$ cat src/rtl/podo_pkg.sv
// shared constants and helper functions for the planar odometry core
`timescale 1ns / 1ps
package podo_pkg;

  localparam int CORDIC_STEPS = 16;
  localparam int STEP_W       = $clog2(CORDIC_STEPS);

  // register indexes on the configuration port
  localparam logic [2:0] REG_ENABLE  = 3'd0;
  localparam logic [2:0] REG_OPS     = 3'd1;
  localparam logic [2:0] REG_VELINT  = 3'd2;
  localparam logic [2:0] REG_HAS_X   = 3'd3;
  localparam logic [2:0] REG_HAS_Y   = 3'd4;
  localparam logic [2:0] REG_HAS_YAW = 3'd5;

  localparam logic CMD_SET_ORIGIN = 1'b1;

  // angles in q16.16 degrees
  localparam logic signed [27:0] DEG360   = 28'sd23592960;
  localparam logic signed [27:0] DEG180   = 28'sd11796480;
  localparam logic signed [27:0] DEG90    = 28'sd5898240;

  // one turn is 45 * 2^19; ceil(2^20 / 45) gives an exact quotient for 16-bit values
  localparam logic [15:0] TURN_UNITS = 16'd45;
  localparam logic [30:0] TURN_RECIP = 31'd23302;

  // cordic gain compensation in q2.30
  localparam logic signed [33:0] CORDIC_K = 34'sd652032874;

  function automatic logic signed [31:0] sat32(input logic signed [69:0] v);
    if (v > 70'sd2147483647) begin
      return 32'sh7fffffff;
    end else if (v < -70'sd2147483648) begin
      return 32'sh80000000;
    end else begin
      return v[31:0];
    end
  endfunction

  // atan(2^-i) in q16.16 degrees
  function automatic logic [21:0] atan_deg(input logic [4:0] i);
    logic [21:0] r;
    unique case (i)
      5'd0:  r = 22'd2949120;
      5'd1:  r = 22'd1740967;
      5'd2:  r = 22'd919879;
      5'd3:  r = 22'd466945;
      5'd4:  r = 22'd234379;
      5'd5:  r = 22'd117304;
      5'd6:  r = 22'd58666;
      5'd7:  r = 22'd29335;
      5'd8:  r = 22'd14668;
      5'd9:  r = 22'd7334;
      5'd10: r = 22'd3667;
      5'd11: r = 22'd1833;
      5'd12: r = 22'd917;
      5'd13: r = 22'd458;
      5'd14: r = 22'd229;
      5'd15: r = 22'd115;
      5'd16: r = 22'd57;
      5'd17: r = 22'd29;
      5'd18: r = 22'd14;
      5'd19: r = 22'd7;
      5'd20: r = 22'd4;
      5'd21: r = 22'd2;
      5'd22: r = 22'd1;
      default: r = 22'd0;
    endcase
    return r;
  endfunction

endpackage

$ cat src/rtl/podo_mul.sv
// shared signed multiplier with registered product
`timescale 1ns / 1ps
module podo_mul
  import podo_pkg::*;
(
  input  logic               clk,
  input  logic signed [33:0] a,
  input  logic signed [33:0] b,
  output logic signed [67:0] p
);

  always_ff @(posedge clk) begin
    p <= a * b;
  end

endmodule

$ cat config.mk
export PLATFORM = sky130hd
export DESIGN_NAME = podo_mul
export DESIGN_NICKNAME = d
export VERILOG_FILES = /design/src/rtl/podo_pkg.sv /design/src/rtl/podo_mul.sv
export SDC_FILE = /design/constraint.sdc
export NUM_CORES = 2
export LEC_CHECK = 0
export ABC_AREA = 1
export BUFFER_PORTS_ARGS = -buffer_cell sky130_fd_sc_hd__buf_2
export CAP_MARGIN = 20
export CORE_UTILIZATION = 35
export DETAILED_ROUTE_END_ITERATION = 12
export GPL_ROUTABILITY_DRIVEN = 0
export PLACE_DENSITY = 0.59
export SYNTH_ARGS = -nofsm -noshare
export SYNTH_HDL_FRONTEND = slang
export SYNTH_SLANG_ARGS = --single-unit
$ cat constraint.sdc
create_clock -name clk -period 11.3 [get_ports clk]
set_clock_uncertainty 0.05 [all_clocks]
set_input_delay 0 -clock clk [delete_from_list [all_inputs] [get_ports clk]]
set_output_delay 0 -clock clk [all_outputs]
set_load 0.02 [all_outputs]
## Word level (Yosys, flattened, before mapping)

Index checks and enable logic that the tools add are counted.
W data, S select, Z words.

- Bits in registers: 68
- Bits in latches: 0
- Memory bits (writable): 0
- Memory bits (read-only): 0
- Bits of input ports: 69
- Output and inout bits: 68
- Word-level logic and storage cells: 2
- Memories kept: 0

- Add/subtract/negate cells: 0
- $mul: 1
- Divide/modulo/power cells: 0
- Magnitude comparators: 0
- Equality and inequality tests: 0
- Shifts and indexed selects: 0
- Muxes and demuxes: 0
- Bitwise logic cells: 0
- Reductions and logical operators: 0

Operators with widths:

| kind | number |
|---|---|
| $mul A34 B34 Y68 | 1 |

## Depth between registers and ports, before layout

- Word-level depth: 1
- Depth in mapped cells: 35
- Depth with buffers taken out: 33

## Least setup slack after synthesis

No wires, ideal clock.

- Path type: input to register
- Start: in a[33]
- End: reg p[66]
- Library setup time: 112 ps
- Data arrival time: 6711 ps
- Required time: 11138 ps
- Path slack: 4427 ps
- Cell stages on the path: 24
- Path buffers: 2
- Cell sequence: clkbuf_1 clkbuf_1 nand2_1 inv_1 fa_1 fa_1 fa_1 fa_1 inv_1 fa_1 fa_1 inv_1 fa_1 fa_1 ha_1 nand2_1 nor2_1 inv_1 nor2_2 nand2_1 nor3_1 nand2_2 nand3_1 nand2_1

- Cells in the longest elaborated chain, start to end: 1

Ends and longest elaborated chain:

| item | RTL line | text |
|---|---|---|
| start, declared | podo_mul.sv:7 | `input logic signed [33:0] a,` |
| $mul A34 B34 Y68 | podo_mul.sv:13 | `p <= a * b;` |
| end signal, assigned | podo_mul.sv:13 |  |
| end, declared | podo_mul.sv:9 | `output logic signed [67:0] p` |

Every way passes these cells.

## Worst setup path in the final report

- Start: in b[10]
- End: reg p[59]

- Cells in the longest elaborated chain, start to end: 1

Ends and longest elaborated chain:

| item | RTL line | text |
|---|---|---|
| start, declared | podo_mul.sv:8 | `input logic signed [33:0] b,` |
| $mul A34 B34 Y68 | podo_mul.sv:13 |  |

Every way passes these cells.

==> impl_results.md <==
* RSZ-0062 raised after global routing: false
* Final period util at 0.669
* Boundary Pins at ~140
* Vias at 34,800
* CTS resizes at 0
* Final count of hold timing violations at 0
* IO buf count at 136
* Fillers at 13,600
* Max FO, Critical Path at 22
* Final Slew Violations at 0
* Overflow after GRT at 0
* Worst Tran Pin Value at 1.08 ns
* Die X at about 370 um
* Layout Nets at 7,392
* Post-CTS Hold Buffers at 0
* CTS tree: done
* Global-route wire length before repair at 212,000 um
* Syn avg cell area at roughly 7.7 um^2
* CTS clock-pin slew for the worst setup and hold paths at 0.06 ns
* Min Hold Slack at around 0.15 ns
* Setup TNS at 0 ns
* Most common cell after layout, fill and taps aside: inv_1
* Post-Syn Nets at roughly 7,500
* Final WL at 129,000 um
* Cell Rows at 132
* Tmin final at 7.55 ns
* Antenna Nets Post-Route at 0
* Relative slew slack at 0.282
* Vias in the first global route at a little under 40,000
* Clock sink total at 68
* Largest net degree at the start of global routing at 36
* GRT Util Overall at 0.204
* Initial Util at 0.355
* Most frequent cells in the layout: 2,116 x inv_1, 1,661 x nand2_1, 1,241 x fa_1, 204 x ha_1, 136 x buf_2
* Bufs on Longest Clock Path at 2
* FF+latch count, synth at 68
* Layout area overhead at 5.21%
* Crit path DAT at 7.75 ns
* Largest register FFs at 68
* Clk root buf: clkbuf_16
* Vias per std cell at 4.56
* Cell variety after synth at 32
* Number of H-tree levels at 3
* Largest regs: p (68)
* 1st-iter DRT viols at 2,187
* Reg with most FFs: p
* Fmax at 132 MHz
* Post-Syn Area at about 46,000 um^2
* Setup violations, final at 0
* Status: finished clean
* Syn Inst Count at 5,972
* Hold crit path type: in -> reg
* Die footprint at around 130,000 um^2
* Data required, critical path at 11.49 ns
* WL/cell at 16.9 um
* WS Path Type: in -> reg
* Placed inst area at 48,300 um^2
* Core area at 130,000 um^2
* DIE HEIGHT at 365 um
* Synth warn at 0
* DRT Pass-1 Iters at 6
* Startpoint Class: primary input
* Dpl hpwl at 109,000 um
* Initial antenna violation count at 8
* Max-Cap Viols at 0
* Layout cells sized above 1 at 0.0411
* Sequential share of the synthesized area at 0.0295
* Num CTS Buffers at 9
* Cell area after layout at 48,600 um^2
* Post-CTS setup buffer count at 0
* Critical path endpoint category: register
* Number of remaining DRC errors at 0
area by class of cell:
class	instances	area, um^2	share of cell area
multi-input combinational	3514	35900	0.738
inverter	2119	7950	0.164
tap	1742	2180	0.0448
sequential	68	1360	0.0280
timing repair buffer	166	946	0.0194
clock buffer	10	229	0.00471
clock inverter	6	65.1	0.00134
antenna	3	7.51	0.000154
metrics by stage:
step,cells,worst slack (ns),util
after floorplan,5972,4.43,-
after global placement,7607,3.41,0.370
after detailed placement,7607,3.32,0.370
after CTS,7623,3.67,0.373
after global routing,7627,3.28,0.373
final,7628,3.75,0.373
synthesized netlist by cell type:
library cell     n  area (um^2)
inv_1         2116         7940
nand2_1       1661         6230
fa_1          1241        24800
clkbuf_1       269         1010
ha_1           204         2550
nor2_1         115          432
nand3_1         70          350
dfxtp_1         68         1360
a21oi_1         59          295
xor2_1          33          289
nand2_2         20          125
nand4_1         19          119
o21ai_0         18         90.1
nor3_1          15         75.1
o21bai_1        11         82.6
nor2_2           9         56.3
or2_2            8         50.1
nand3_2          7         70.1
nor3_2           5         50.1
a21oi_2          4         35.0
inv_2            3         11.3
nand3b_1         3         22.5
buf_1            2         7.51
nand2_4          2         22.5
nor3_4           2         32.5
xnor2_1          2         17.5
a21o_1           1         7.51
and2_1           1         6.26
nand2b_1         1         6.26
nor4_2           1         12.5
o21a_1           1         7.51
o21ai_1          1         5.00
final timing paths:
path,start,endpoint,slack [ns],depth (start not counted)
worst max-delay path,b[10],p[59],3.75,24
worst min-delay path,b[0],p[0],0.15,4
worst max-delay path, cell delays in order:
cell and delay, ns:
buf_2 0.51, buf_4 0.36, nand2_1 0.17, fa_1 0.67, fa_1 0.88, inv_1 0.12, fa_1 0.92, inv_1 0.16
fa_1 0.52, fa_1 0.56, fa_1 0.44, fa_1 0.46, fa_1 0.49, inv_1 0.04, ha_1 0.37, nand2_1 0.12
nor2_1 0.19, nand3_1 0.18, inv_1 0.13, nand2_1 0.08, nor3_2 0.11, nand2_1 0.10, nand4_1 0.09, nand2_1 0.06
cell families (layout without fill, tap and decap cells):
| kind of cell | after synthesis | after routing | synth area share |
|---|---|---|---|
| simple gates | 1939 | 1939 | 0.166 |
| fa+ha+maj | 1445 | 1445 | 0.593 |
| other cells | 0 | 3 | 0 |
| compound gates | 95 | 95 | 0.0113 |
| xor+xnor | 35 | 35 | 0.00663 |
| flops | 68 | 68 | 0.0295 |
| buf+inv | 2390 | 2301 | 0.194 |
routing by layer:
layer,track usage,part of all wire,vias up
met3,0.0210,0.052,203
li1,-,-,15800
met4,0.0521,0.028,2
met2,0.372,0.52,953
met5,0,0.000078,-
met1,0.257,0.40,17800
Power is left out: the tool's default activity adds up to more than one toggle a clock period on the data nets, which glitch-free logic cannot reach.
