**config.mk**
```make
export PLATFORM = sky130hd
export DESIGN_NAME = podo_cordic
export DESIGN_NICKNAME = d
export VERILOG_FILES = /design/src/rtl/podo_pkg.sv /design/src/rtl/podo_cordic.sv
export SDC_FILE = /design/constraint.sdc
export NUM_CORES = 1
export LEC_CHECK = 0
export ABC_AREA = 1
export BUFFER_PORTS_ARGS = -buffer_cell sky130_fd_sc_hd__buf_2
export CAP_MARGIN = 10
export CORE_ASPECT_RATIO = 1.5
export CORE_MARGIN = 1
export CORE_UTILIZATION = 35
export CTS_CLUSTER_DIAMETER = 60
export DETAILED_ROUTE_END_ITERATION = 10
export GPL_TIMING_DRIVEN = 0
export PLACE_DENSITY = 0.58
export SYNTH_ARGS = -nofsm -noshare
export SYNTH_HDL_FRONTEND = slang
export SYNTH_SLANG_ARGS = --single-unit
```
**constraint.sdc**
```tcl
create_clock -name clk -period 18.4 [get_ports clk]
set_input_delay 1.84 -clock clk [delete_from_list [all_inputs] [get_ports clk]]
set_output_delay 1.84 -clock clk [all_outputs]
set_load 0.01 [all_outputs]
```
**src/rtl/podo_pkg.sv**
```systemverilog
// shared constants and helper functions for the planar odometry core
`timescale 1ns / 1ps
package podo_pkg;

  localparam int CORDIC_STEPS = 16;
  localparam int STEP_W       = $clog2(CORDIC_STEPS);

  // register indexes on the configuration port
  localparam logic [2:0] REG_ENABLE  = 3'd0;
  localparam logic [2:0] REG_OPS     = 3'd1;
  localparam logic [2:0] REG_VELINT  = 3'd2;
  localparam logic [2:0] REG_HAS_X   = 3'd3;
  localparam logic [2:0] REG_HAS_Y   = 3'd4;
  localparam logic [2:0] REG_HAS_YAW = 3'd5;

  localparam logic CMD_SET_ORIGIN = 1'b1;

  // angles in q16.16 degrees
  localparam logic signed [27:0] DEG360   = 28'sd23592960;
  localparam logic signed [27:0] DEG180   = 28'sd11796480;
  localparam logic signed [27:0] DEG90    = 28'sd5898240;

  // one turn is 45 * 2^19; ceil(2^20 / 45) gives an exact quotient for 16-bit values
  localparam logic [15:0] TURN_UNITS = 16'd45;
  localparam logic [30:0] TURN_RECIP = 31'd23302;

  // cordic gain compensation in q2.30
  localparam logic signed [33:0] CORDIC_K = 34'sd652032874;

  function automatic logic signed [31:0] sat32(input logic signed [69:0] v);
    if (v > 70'sd2147483647) begin
      return 32'sh7fffffff;
    end else if (v < -70'sd2147483648) begin
      return 32'sh80000000;
    end else begin
      return v[31:0];
    end
  endfunction

  // atan(2^-i) in q16.16 degrees
  function automatic logic [21:0] atan_deg(input logic [4:0] i);
    logic [21:0] r;
    unique case (i)
      5'd0:  r = 22'd2949120;
      5'd1:  r = 22'd1740967;
      5'd2:  r = 22'd919879;
      5'd3:  r = 22'd466945;
      5'd4:  r = 22'd234379;
      5'd5:  r = 22'd117304;
      5'd6:  r = 22'd58666;
      5'd7:  r = 22'd29335;
      5'd8:  r = 22'd14668;
      5'd9:  r = 22'd7334;
      5'd10: r = 22'd3667;
      5'd11: r = 22'd1833;
      5'd12: r = 22'd917;
      5'd13: r = 22'd458;
      5'd14: r = 22'd229;
      5'd15: r = 22'd115;
      5'd16: r = 22'd57;
      5'd17: r = 22'd29;
      5'd18: r = 22'd14;
      5'd19: r = 22'd7;
      5'd20: r = 22'd4;
      5'd21: r = 22'd2;
      5'd22: r = 22'd1;
      default: r = 22'd0;
    endcase
    return r;
  endfunction

endpackage

```
**src/rtl/podo_cordic.sv**
```systemverilog
// iterative sine/cosine unit: angle reduction by reciprocal multiply, then cordic rotations
`timescale 1ns / 1ps
module podo_cordic
  import podo_pkg::*;
(
  input  logic               clk,
  input  logic               rst,
  input  logic               start,
  input  logic signed [34:0] angle,
  output logic signed [33:0] sin_out,
  output logic signed [33:0] cos_out,
  output logic               done
);

  typedef enum logic [1:0] {C_IDLE, C_RED, C_FOLD, C_ITER} cstate_t;

  cstate_t            state;
  logic [34:0]        mag;
  logic               aneg;
  logic [STEP_W-1:0]  i;
  logic signed [33:0] x, y;
  logic signed [27:0] z;
  logic               fneg;

  logic [15:0]        hi, hrem;
  logic [30:0]        qprod;
  logic [10:0]        quo;
  logic [34:0]        red;
  logic signed [27:0] r0, r1, r2;
  logic               fold_neg;
  logic signed [33:0] x_n, y_n;
  logic signed [27:0] z_n, at;

  always_comb begin
    // magnitude mod one turn: whole 2^19 units mod 45, low bits pass through
    hi    = mag[34:19];
    qprod = 31'(hi) * TURN_RECIP;
    quo   = qprod[30:20];
    hrem  = hi - 16'(quo) * TURN_UNITS;
    red   = {10'd0, hrem[5:0], mag[18:0]};
    // remainder takes the sign of the angle, then wrap and fold to +-90
    r0 = 28'(mag[26:0]);
    if (aneg) r0 = -r0;
    r1 = r0;
    if (r1 >= DEG180) r1 = r1 - DEG360;
    if (r1 < -DEG180) r1 = r1 + DEG360;
    r2 = r1;
    fold_neg = 1'b0;
    if (r1 > DEG90) begin
      r2 = r1 - DEG180;
      fold_neg = 1'b1;
    end else if (r1 < -DEG90) begin
      r2 = r1 + DEG180;
      fold_neg = 1'b1;
    end
    at = 28'(atan_deg(5'(i)));
    if (z >= 0) begin
      x_n = x - (y >>> i);
      y_n = y + (x >>> i);
      z_n = z - at;
    end else begin
      x_n = x + (y >>> i);
      y_n = y - (x >>> i);
      z_n = z + at;
    end
  end

  always_ff @(posedge clk) begin
    if (rst) begin
      state <= C_IDLE;
      done  <= 1'b0;
    end else begin
      done <= 1'b0;
      unique case (state)
        C_IDLE: begin
          if (start) begin
            mag   <= angle[34] ? 35'(-angle) : 35'(angle);
            aneg  <= angle[34];
            state <= C_RED;
          end
        end
        C_RED: begin
          mag   <= red;
          state <= C_FOLD;
        end
        C_FOLD: begin
          z     <= r2;
          fneg  <= fold_neg;
          x     <= CORDIC_K;
          y     <= '0;
          i     <= '0;
          state <= C_ITER;
        end
        C_ITER: begin
          x <= x_n;
          y <= y_n;
          z <= z_n;
          i <= i + 1'b1;
          if (i == STEP_W'(CORDIC_STEPS - 1)) begin
            sin_out <= fneg ? -y_n : y_n;
            cos_out <= fneg ? -x_n : x_n;
            done    <= 1'b1;
            state   <= C_IDLE;
          end
        end
        default: state <= C_IDLE;
      endcase
    end
  end

  assert property (@(posedge clk) disable iff (rst) done |=> !done)
    else $error("cordic done held longer than one cycle");

endmodule

```
Yosys cells after proc, flatten, opt, wreduce, memory -nomap -nowiden
Memories as Yosys holds them, arrays and structs flattened. A register that Yosys moved wholly into a read port is not among the register bits.
Index checks and enable logic that the tools add are counted.
{"block": "totals", "register_bits": 208, "mem_bits_ro": 352, "inputBits": 38, "out_inout_bits": 69, "elab_cells": 81, "n_memories": 1}
{"block": "op_classes", "n_addsub": 16, "n_mul": 2, "order_cmp": 5, "n_eq_ne": 6, "n_shift": 2, "n_mux": 23, "n_bitwise": 3, "reduce_logical": 11}
{"memory": "(name not given)", "depth": 16, "word_bits": 22, "read_ports": 1, "rd_clocked_by_memory_dff": 1, "wr": 0, "line": "podo_pkg.sv:43", "text": "unique case (i)"}
{"op": "28-bit two-way mux", "n": 6}
{"op": "34-bit two-way mux", "n": 4}
{"op": "34-bit one-hot mux with 2 select lines", "n": 2}
{"op": "35-bit two-way mux", "n": 2}
{"op": "35-bit one-hot mux with 2 select lines", "n": 1}
{"op": "34-bit adder", "n": 2}
{"op": "34-bit negator", "n": 2}
{"op": "34-bit by 4-bit >>> shifter with 34-bit output", "n": 2}
{"op": "34-bit subtractor", "n": 2}
{"op": "28-bit one-hot mux with 2 select lines", "n": 1}
{"op": "35-bit negator", "n": 1}
{"op": "16-bit by 14-bit multiplier with 30-bit output, second input constant", "n": 1}
{"op": "28-bit by 23-bit adder with 28-bit output", "n": 1}
{"op": "28-bit by 25-bit adder with 28-bit output, second input constant", "n": 1}
{"op": "28-bit by 26-bit adder with 28-bit output, second input constant", "n": 1}
{"op": "28-bit by 1-bit greater-or-equal comparator with 1-bit output, second input constant", "n": 1}
{"op": "28-bit by 25-bit greater-or-equal comparator with 1-bit output, second input constant", "n": 1}
{"op": "28-bit by 24-bit > comparator with 1-bit output, second input constant", "n": 1}
{"op": "28-bit by 24-bit less-than comparator with 1-bit output, second input constant", "n": 1}
{"op": "28-bit by 25-bit less-than comparator with 1-bit output, second input constant", "n": 1}
{"op": "27-bit negator with 28-bit output", "n": 1}
{"op": "28-bit by 23-bit subtractor with 28-bit output", "n": 1}
{"op": "28-bit by 25-bit subtractor with 28-bit output, second input constant", "n": 1}
{"op": "28-bit by 26-bit subtractor with 28-bit output, second input constant", "n": 1}
{"op": "19 further kinds", "n": 30}

Depth between registers and ports, before layout
Gate-level depths: netlist of the first run.
{"block": "depth", "depth_word": 10, "ltp_mapped": 43, "depth_no_buf": 41}

Worst setup path before layout of the first run
No wires, ideal clock.
{"block": "synth_path", "kind": "reg2reg", "start": "register mag[26]", "end": "register mag[24] (data pin)", "setup_ns": 0.268, "arrival_time_ns": 7.090, "t_required_ns": 18.132, "setup_slack_ns": 11.041, "stages_incl_launch_ff": 35, "period_less_slack_ns": 7.359, "cell_sequence": "edfxtp_1 > ha_1 > inv_1 > fa_1 > inv_1 > fa_1 > inv_1 > fa_1 > inv_1 > fa_1 > inv_1 > fa_1 > inv_1 > ha_1 > a21oi_1 > o21ai_0 > o21bai_1 > nand2_1 > nand2_1 > nand2_1 > nand2_1 > nand2_1 > xor2_1 > ha_1 > ha_1 > fa_1 > ha_1 > inv_1 > ha_1 > a21oi_1 > xnor2_1 > xor2_1 > a21oi_1 > o21ai_0 > o31ai_1"}
{"block": "synth_via", "elab_chain_len": 4}
{"item": "start, declared", "line": "podo_cordic.sv:18", "text": "logic [34:0] mag;"}
{"item": "start signal, assigned", "line": "podo_cordic.sv:77", "text": "mag <= angle[34] ? 35'(-angle) : 35'(angle);"}
{"item": "start signal, assigned", "line": "podo_cordic.sv:83", "text": "mag <= red;"}
{"item": "16-bit by 14-bit multiplier with 30-bit output", "line": "podo_cordic.sv:37", "text": "qprod = 31'(hi) * TURN_RECIP;"}
{"item": "11-bit by 6-bit multiplier with 6-bit output", "line": "podo_cordic.sv:39", "text": "hrem = hi - 16'(quo) * TURN_UNITS;"}
{"item": "6-bit subtractor", "line": "podo_cordic.sv:39"}
{"item": "35-bit one-hot mux with 2 select lines", "line": "podo_cordic.sv:74", "text": "unique case (state)"}
No other way between the ends. The select of a mux whose other input is x is not followed.
A chain may end at the register's enable or synchronous reset.

Worst setup path in the final report of the first run
{"block": "layout_path", "start": "register mag[19]", "end": "register mag[24] (data pin)"}
{"block": "layout_via", "elab_chain_len": 4}
{"item": "16-bit by 14-bit multiplier with 30-bit output", "line": "podo_cordic.sv:37"}
{"item": "11-bit by 6-bit multiplier with 6-bit output", "line": "podo_cordic.sv:39"}
{"item": "6-bit subtractor *", "line": "podo_cordic.sv:39"}
{"item": "35-bit one-hot mux with 2 select lines *", "line": "podo_cordic.sv:74"}
Mark *: on every way between the ends. The rest lies on a longest branch, timed or not. The select of a mux whose other input is x is not followed.

==> results of run 1 <==
-- sequential cells by signal, summed over array words and instances, names as in the netlist, 2 cells and up --
signal / count
mag: 35
x: 34
at: 22
z: 28
state: 2
sin_out: 34
i: 4
cos_out: 34
y: 34
-- worst max path at each step --
stage / startpoint / end / slack, ps / cells after the start
floorplan: mag[26]$_SDFFCE_PP0P_ / mag[24]$_DFFE_PP_ / 11040 / 34
global placement: i[2]$_DFFE_PP_ / sin_out[32]$_DFFE_PP_ / 8020 / 8
detailed placement: mag[19]$_DFFE_PP_ / mag[24]$_DFFE_PP_ / 9910 / 30
CTS: mag[19]$_DFFE_PP_ / mag[24]$_DFFE_PP_ / 9890 / 32
global route: mag[19]$_DFFE_PP_ / mag[24]$_DFFE_PP_ / 9590 / 33
finish: mag[19]$_DFFE_PP_ / mag[24]$_DFFE_PP_ / 10030 / 32
-- worst max-delay path: cells and delay by family (launching register included) --
| kind | cells | cell delay [ps] |
|---|---|---|
| simple gates | 7 | 550 |
| xor+xnor | 3 | 540 |
| compound gates | 6 | 1570 |
| fa+ha+maj | 12 | 4630 |
| buf+inv | 4 | 180 |
| flops | 1 | 620 |
-- kinds of logic after synthesis --
logic type	count (synthesis)	synth area share, %
mux	42	1.67
buf+inv	597	9.19
compound gates	611	13.4
simple gates	1433	24.1
xor+xnor	275	9.67
flops	230	26.5
fa+ha+maj	279	15.5
-- per-stage QoR --
step / setup slack [ps] / cells / hold WS [ps] / utilization (%) / cell area [sq um]
after detailed placement: 9910 / 4496 / 576 / 37.8 / 26900
after global routing: 9590 / 4554 / 610 / 39.4 / 28000
after global placement: 8020 / 4487 / 577 / 37.7 / 26800
after floorplan: 11040 / 3467 / 546 / - / 25100
after CTS: 9890 / 4554 / 589 / 39.4 / 28000
final: 10030 / 4554 / 593 / 39.4 / 28000
-- final cells by class --
class                   instances  share of cell area [%]
multi-input cells            2640                    57.7
flip-flops and latches        230                    23.7
inverters                     499                    6.69
repair buffers                114                    2.27
well taps                     915                    4.08
clock buffers                  39                    3.20
plain buffers                  98                    1.56
clock inverters                19                   0.727
-- metal layers --
layer	wire, um	global-route usage [%]
met1	28300	20.4
met2	42200	42.2
met3	2550	1.96
met4	4460	11.6
met5	0	0
-- Yosys cell counts (all sizes together) (5+ instances only) --
cell	number	area (sq um)
mux2i	42	420
nand4	30	188
xnor2	80	701
dfxtp	25	500
buf	44	235
nor2	366	1440
edfxtp	205	6160
nor3	65	345
inv	494	1850
ha	225	2820
or2	27	169
a21oi	192	961
nand3	119	616
o31ai	12	90.1
a211oi	5	37.5
nand2	791	3070
o211ai	14	105
o21bai	16	120
a31oi	21	131
a21boi	6	52.6
nor4	19	119
xor2	195	1730
a21o	10	75.1
o21a	7	52.6
clkinv	5	18.8
fa	54	1080
o21ai	306	1530
clkbuf	54	203
and3	7	43.8
==> qor_table.md, run 1 <==
| Parameter | This run | Unit |
| --- | --- | --- |
| Status | complete, but fails checks | - |
| Violated checks | design-rule violations | - |
| Worst hold endpoint | state[0]$_SDFFE_PP0P_ | - |
| Crit-path max FO | 9 | - |
| Post-synthesis async set-or-reset flop share | 0 | % |
| Master cell of the clock root buffer | sky130_fd_sc_hd__clkbuf_16 | - |
| CP required | 18720 | ps |
| Most common cell type on the critical path | sky130_fd_sc_hd__ha_1 | - |
| Final period demand of the worst path | 8370 | ps |
| Final antenna diode count | 0 | - |
| Synthesis-stage register bit count | 230 | - |
| Number of max-slew violations in the final report | 0 | - |
| Global router's overall resource usage | 20.8 | % |
| Number of design rule violations left after detail routing | 5 | - |
| Clock latency on the worst-skew pair | 600 | ps |
| Worst setup path class | flip-flop to flip-flop | - |
| Global-route wire length before repair | 119 | mm |
| Ratio of routed vias to standard cells | 5.02 | - |
| Largest net degree at the start of global routing | 60 | - |
| Via count | 22.9k | - |
| Initial standard-cell utilization of the core | 35.3 | % |
| Area overhead of the layout relative to synthesis | 11.5 | % |
| Fin Clk Skew | 17.6 | ps |
| Fillers | 7694 | - |
| Worst slew slack as a fraction of its limit | 17.2 | % |
| Number of antenna violations at the first check in global routing | 0 | - |
| Launch instance of the worst register-to-register path | mag[19]$_DFFE_PP_ | - |
| Number of violations of the max-capacitance limit | 0 | - |
| Reg2reg setup slack | 10030 | ps |
| Htree depth | 1 | - |
| Pin slew with the least headroom to its limit | 1240 | ps |
| Number of hold-repair buffers added at the cts stage | 0 | - |
| Standard-cell rows | 120 | - |
| Worst min-delay path category | flip-flop to flip-flop | - |
| Setup violation total in the final timing report | 0 | - |
| Ports placed on the boundary | 107 | - |
| Clk slew on worst S/H paths | 60 | ps |
| Count of yosys warnings during synthesis | 0 | - |
| Largest stage delay on the critical path | 620 | ps |
| Number of CTS-inserted buffers | 31 | - |
| Die ar. | 72900 | sq um |
| Setup TNS | 0 | ps |
| Mapped Nets | 3784 | - |
| Number of flops mapped to enable cells by yosys | 205 | - |
| Maximum clock frequency | 119 | MHz |
| Final count of hold timing violations | 0 | - |
| Number of nets still failing antenna checks after routing | 0 | - |
| Cell variety after synth | 58 | - |
| Setup Fix Bufs, Post-CTS | 0 | - |
| Sequential cell area | 6660 | sq um |
| Leading cell types in the layout, fill and taps excluded | 766 x sky130_fd_sc_hd__nand2_1, 480 x sky130_fd_sc_hd__inv_1, 348 x sky130_fd_sc_hd__nor2_1 | - |
| Post-synthesis instance total | 3467 | - |
| Hold Path Depth | 2 | - |
| Most used flip-flop cell after synthesis | sky130_fd_sc_hd__edfxtp_1 | - |
| Share of final-layout standard cells stronger than drive strength 1 | 8.19 | % |
| Worst reg2reg endpoint | mag[24]$_DFFE_PP_ | - |
| Setup repair after global routing missed its margin | false | - |
| Slowest cell on the critical path | sky130_fd_sc_hd__edfxtp_1 | - |
| Total number of clock tree sinks | 230 | - |
| Placed wire-length estimate after detailed placement | 63.8 | mm |
| HP Start | state[0]$_SDFFE_PP0P_ | - |
| Commonest non-fill, non-tap cell in the layout | sky130_fd_sc_hd__nand2_1 | - |
| Endpoint arrival time on the critical path | 8680 | ps |
| Post-layout nets | 3931 | - |
| Aggregate routed wire length | 77.5 | mm |
| Number of DRC markers after the initial detailed-route iteration | 1176 | - |
| Average cell area after synthesis | 7.25 | sq um |
| Crit. End Element | flip-flop | - |
| Sequential cell area fraction in the yosys report | 26.5 | % |
| Worst r2r path cells | 32 | - |
| Final GP Congestion | 0.952 | - |
| Clock tree buffer depth | 3 | - |
| Cell Area, Synth | 25100 | sq um |
| Placeable core region | 71200 | sq um |
| Global route overflow | 0 | - |
| Multi-input gate area | 16200 | sq um |
| Average routed wire per standard cell | 17.0 | um |
| Horiz. Die Dim | 221 | um |
| TritonRoute pass-1 iters | 10 | - |
| Type of element launching the critical path | flip-flop | - |
| TritonCTS clock tree | done | - |
| Post-route fraction of the period consumed by the critical path | 45.5 | % |
| Vertical die dimension | 330 | um |
| Number of global-route vias before repair | 22.5k | - |
| Count of buffers inserted at the top-level ports | 105 | - |
| Resize count post-CTS | 0 | - |
Power of run 1 is left out: the tool's default activity adds up to more than one toggle a clock period on the data nets, which glitch-free logic cannot reach.
==> run 2, diff against run 1 <==
--- a/config.mk
+++ b/config.mk
@@ -14,7 +14,7 @@
 export CTS_CLUSTER_DIAMETER = 60
 export DETAILED_ROUTE_END_ITERATION = 10
 export GPL_TIMING_DRIVEN = 0
-export PLACE_DENSITY = 0.58
+export PLACE_DENSITY = 0.6
 export SYNTH_ARGS = -nofsm -noshare
 export SYNTH_HDL_FRONTEND = slang
 export SYNTH_SLANG_ARGS = --single-unit
==> constraint.sdc (replaced) <==
create_clock -name clk -period 7.4 [get_ports clk]
set_input_delay 0.74 -clock clk [delete_from_list [all_inputs] [get_ports clk]]
set_output_delay 0.74 -clock clk [all_outputs]
set_load 0.01 [all_outputs]
==> run 2 against run 1 <==
  * The flow still finishes with violations (design-rule violations)
  * Setup slack worse by 10000 ps
  * Sequential cell count is the same
  * Count of clock-buffer cells in the layout decreased by 2
  * Die area unchanged
  * Cell area increased by 1.4%
  * Final cell count up 0.48%
  * Register-to-register slack worse by 10000 ps
  * First-iteration DRC count up 6.5%
  * Worst hold slack got worse by 240 ps
  * Via count rose by 1.3%
  * Sequential share of layout area fell by 0.33 points
  * Critical path type unchanged
==> qor_table.md, run 2 (same netlist as run 1, synthesis figures left out) <==
| Parameter | This run | Unit | Change |
| --- | --- | --- | --- |
| Leading cell types in the layout, fill and taps excluded | 759 x sky130_fd_sc_hd__nand2_1, 473 x sky130_fd_sc_hd__inv_1, 348 x sky130_fd_sc_hd__nor2_1 | - |  |
| Worst reg2reg endpoint | mag[24]$_DFFE_PP_ | - |  |
| Global router's overall resource usage | 21.0 | % | +0.22 points |
| Number of CTS-inserted buffers | 31 | - | unchanged |
| Clk slew on worst S/H paths | 60 | ps | about the same |
| Final count of hold timing violations | 0 | - | unchanged |
| Most flops, register | mag | - |  |
| Number of max-slew violations in the final report | 0 | - | unchanged |
| Initial standard-cell utilization of the core | 35.3 | % | unchanged |
| Post-layout nets | 3954 | - | +0.59% |
| Worst r2r path cells | 34 | - | +6.3% |
| HP Start | angle[34] | - |  |
| Global route overflow | 0 | - | unchanged |
| Share of final-layout standard cells stronger than drive strength 1 | 9.72 | % | +1.5 points |
| Total number of clock tree sinks | 230 | - | unchanged |
| Final antenna diode count | 0 | - | unchanged |
| Most common cell type on the critical path | sky130_fd_sc_hd__ha_4 | - |  |
| Number of antenna violations at the first check in global routing | 1 | - | +1 |
| Setup violation total in the final timing report | 0 | - | unchanged |
| Global-route wire length before repair | 120 | mm | +0.84% |
| Clock tree buffer depth | 3 | - | unchanged |
| Commonest non-fill, non-tap cell in the layout | sky130_fd_sc_hd__nand2_1 | - |  |
| Die ar. | 72900 | sq um | unchanged |
| Maximum clock frequency | 136 | MHz | +14% |
| Met1 WL | 28.8 | mm | +1.9% |
| Fillers | 7596 | - | -1.3% |
| Number of global-route vias before repair | 22.8k | - | +1.1% |
| TritonRoute pass-1 iters | 9 | - | -1 |
| Final GP Congestion | 0.976 | - | +2.6% |
| Placed wire-length estimate after detailed placement | 63.5 | mm | -0.45% |
| Count of buffers inserted at the top-level ports | 105 | - | unchanged |
| Launch instance of the worst register-to-register path | mag[24]$_DFFE_PP_ | - |  |
| Final period demand of the worst path | 7350 | ps | -1020 ps |
| Status | complete, but fails checks | - |  |
| Worst hold endpoint | aneg$_DFFE_PP_ | - |  |
| Number of flip-flops in the largest register | 35 | - | unchanged |
| Largest stage delay on the critical path | 510 | ps | -110 ps |
| Aggregate routed wire length | 78.4 | mm | +1.3% |
| Highest layer used for signal routing | met4 | - |  |
| Type of element launching the critical path | flip-flop | - |  |
| Crit-path max FO | 3 | - | -6 |
| Fin Clk Skew | 35.2 | ps | +17.6 ps |
| Hold Path Depth | 1 | - | -1 |
| Horiz. Die Dim | 221 | um | unchanged |
| Multi-input gate area | 16500 | sq um | +1.9% |
| Violated checks | design-rule violations | - |  |
| Sequential cell area | 6660 | sq um | unchanged |
| Area overhead of the layout relative to synthesis | 13.1 | % |  |
| Via count | 23.2k | - | +1.3% |
| Slowest cell on the critical path | sky130_fd_sc_hd__fa_1 | - |  |
| Met2 Wirelength | 42.1 | mm | -0.13% |
| Ratio of routed vias to standard cells | 5.06 | - | +0.83% |
| Reg2reg setup slack | 50 | ps | -9980 ps |
| Ports placed on the boundary | 107 | - | unchanged |
| Htree depth | 1 | - | unchanged |
| Vertical die dimension | 330 | um | unchanged |
| Number of violations of the max-capacitance limit | 0 | - | unchanged |
| Crit. End Element | flip-flop | - |  |
| Length of routed met3 wiring | 2.30 | mm | -10% |
| Standard-cell rows | 120 | - | unchanged |
| Number of DRC markers after the initial detailed-route iteration | 1253 | - | +6.5% |
| Clock latency on the worst-skew pair | 610 | ps | about the same |
| CP required | 7720 | ps | -11000 ps |
| Setup TNS | 0 | ps | unchanged |
| Worst setup path class | flip-flop to flip-flop | - |  |
| Worst min-delay path category | input port to flip-flop | - |  |
| Pin slew with the least headroom to its limit | 1140 | ps | -105 ps |
| Worst slew slack as a fraction of its limit | 24.2 | % | +7.0 points |
| Master cell of the clock root buffer | sky130_fd_sc_hd__clkbuf_16 | - |  |
| Number of nets still failing antenna checks after routing | 0 | - | unchanged |
| Post-route fraction of the period consumed by the critical path | 99.3 | % | +54 points |
| Placeable core region | 71200 | sq um | unchanged |
| Setup repair after global routing missed its margin | true | - |  |
| Average routed wire per standard cell | 17.1 | um | +0.77% |
| Endpoint arrival time on the critical path | 7670 | ps | -1010 ps |
| Largest net degree at the start of global routing | 55 | - | -8.3% |
| Number of design rule violations left after detail routing | 8 | - | +3 |
| TritonCTS clock tree | done | - |  |
-- run 2: cell count changes in the layout (fill, tap and decap cells not counted), moves of 4 or more --
cell,change
sky130_fd_sc_hd__inv_2,+7
sky130_fd_sc_hd__nand2_1,-7
sky130_fd_sc_hd__inv_1,-7
sky130_fd_sc_hd__ha_4,+15
sky130_fd_sc_hd__buf_6,+4
sky130_fd_sc_hd__ha_1,-15
sky130_fd_sc_hd__nand2_2,+4
sky130_fd_sc_hd__o21ai_1,+5
sky130_fd_sc_hd__buf_4,+19
sky130_fd_sc_hd__o21ai_0,-5
-- run 2: worst max path at each step --
stage / from / to / slack, ps
final: mag[24]$_DFFE_PP_ / mag[24]$_DFFE_PP_ / 50
after global routing: i[0]$_DFFE_PP_ / sin_out[33]$_DFFE_PP_ / -260
after CTS: mag[24]$_DFFE_PP_ / mag[24]$_DFFE_PP_ / 2
after detailed placement: mag[19]$_DFFE_PP_ / mag[24]$_DFFE_PP_ / -1050
after global placement: i[2]$_DFFE_PP_ / sin_out[31]$_DFFE_PP_ / -3180
after floorplan: mag[26]$_SDFFCE_PP0P_ / mag[24]$_DFFE_PP_ / 40
-- run 2: timing repair --
action	CTS	global route
setup endpoints to repair	3	3
gates cloned	0	0
gates resized for setup	48	7
setup buffers	20	3
pin swaps	31	8
hold buffers	0	0
-- run 2: cell type report --
class	instances	share of cell area, %
Inverter	499	6.60
Clock buffer	37	2.94
Multi-Input combinational cell	2640	58.0
Tap cell	915	4.03
Buffer	98	1.54
Clock inverter	20	0.598
Sequential cell	230	23.4
Timing Repair Buffer	137	2.90
-- run 2: worst max-delay path, delay by kind of cell, from the launching register on --
family | cells | cell delay [ps]
adder cells (fa/ha/maj) | 12 | 3970
AO/OA/AOI/OAI | 7 | 1200
AND/OR/NAND/NOR | 7 | 550
XOR/XNOR | 3 | 530
flip-flops | 1 | 490
buffers and inverters | 5 | 340
-- run 2: per-layer routing --
metal  up-vias  track usage, %
met1     10700            20.9
li1      11700               -
met4         0            13.0
met3       190            1.56
met5         -               0
met2       530            42.0
-- run 2: per-stage QoR --
step / cell area [sq um] / utilization (%) / worst slack (ps) / instances / hold WS, ps
2_1_floorplan: 25100 / - / 41.5 / 3467 / 546
5_1_grt: 28400 / 40.0 / -261 / 4576 / 332
3_3_place_gp: 26800 / 37.7 / -3180 / 4487 / 571
6_report: 28400 / 40.0 / 48.5 / 4576 / 354
3_5_place_dp: 26900 / 37.8 / -1050 / 4496 / 585
4_1_cts: 28400 / 39.9 / 1.80 / 4573 / 321
Power of run 2 is left out for the same reason.
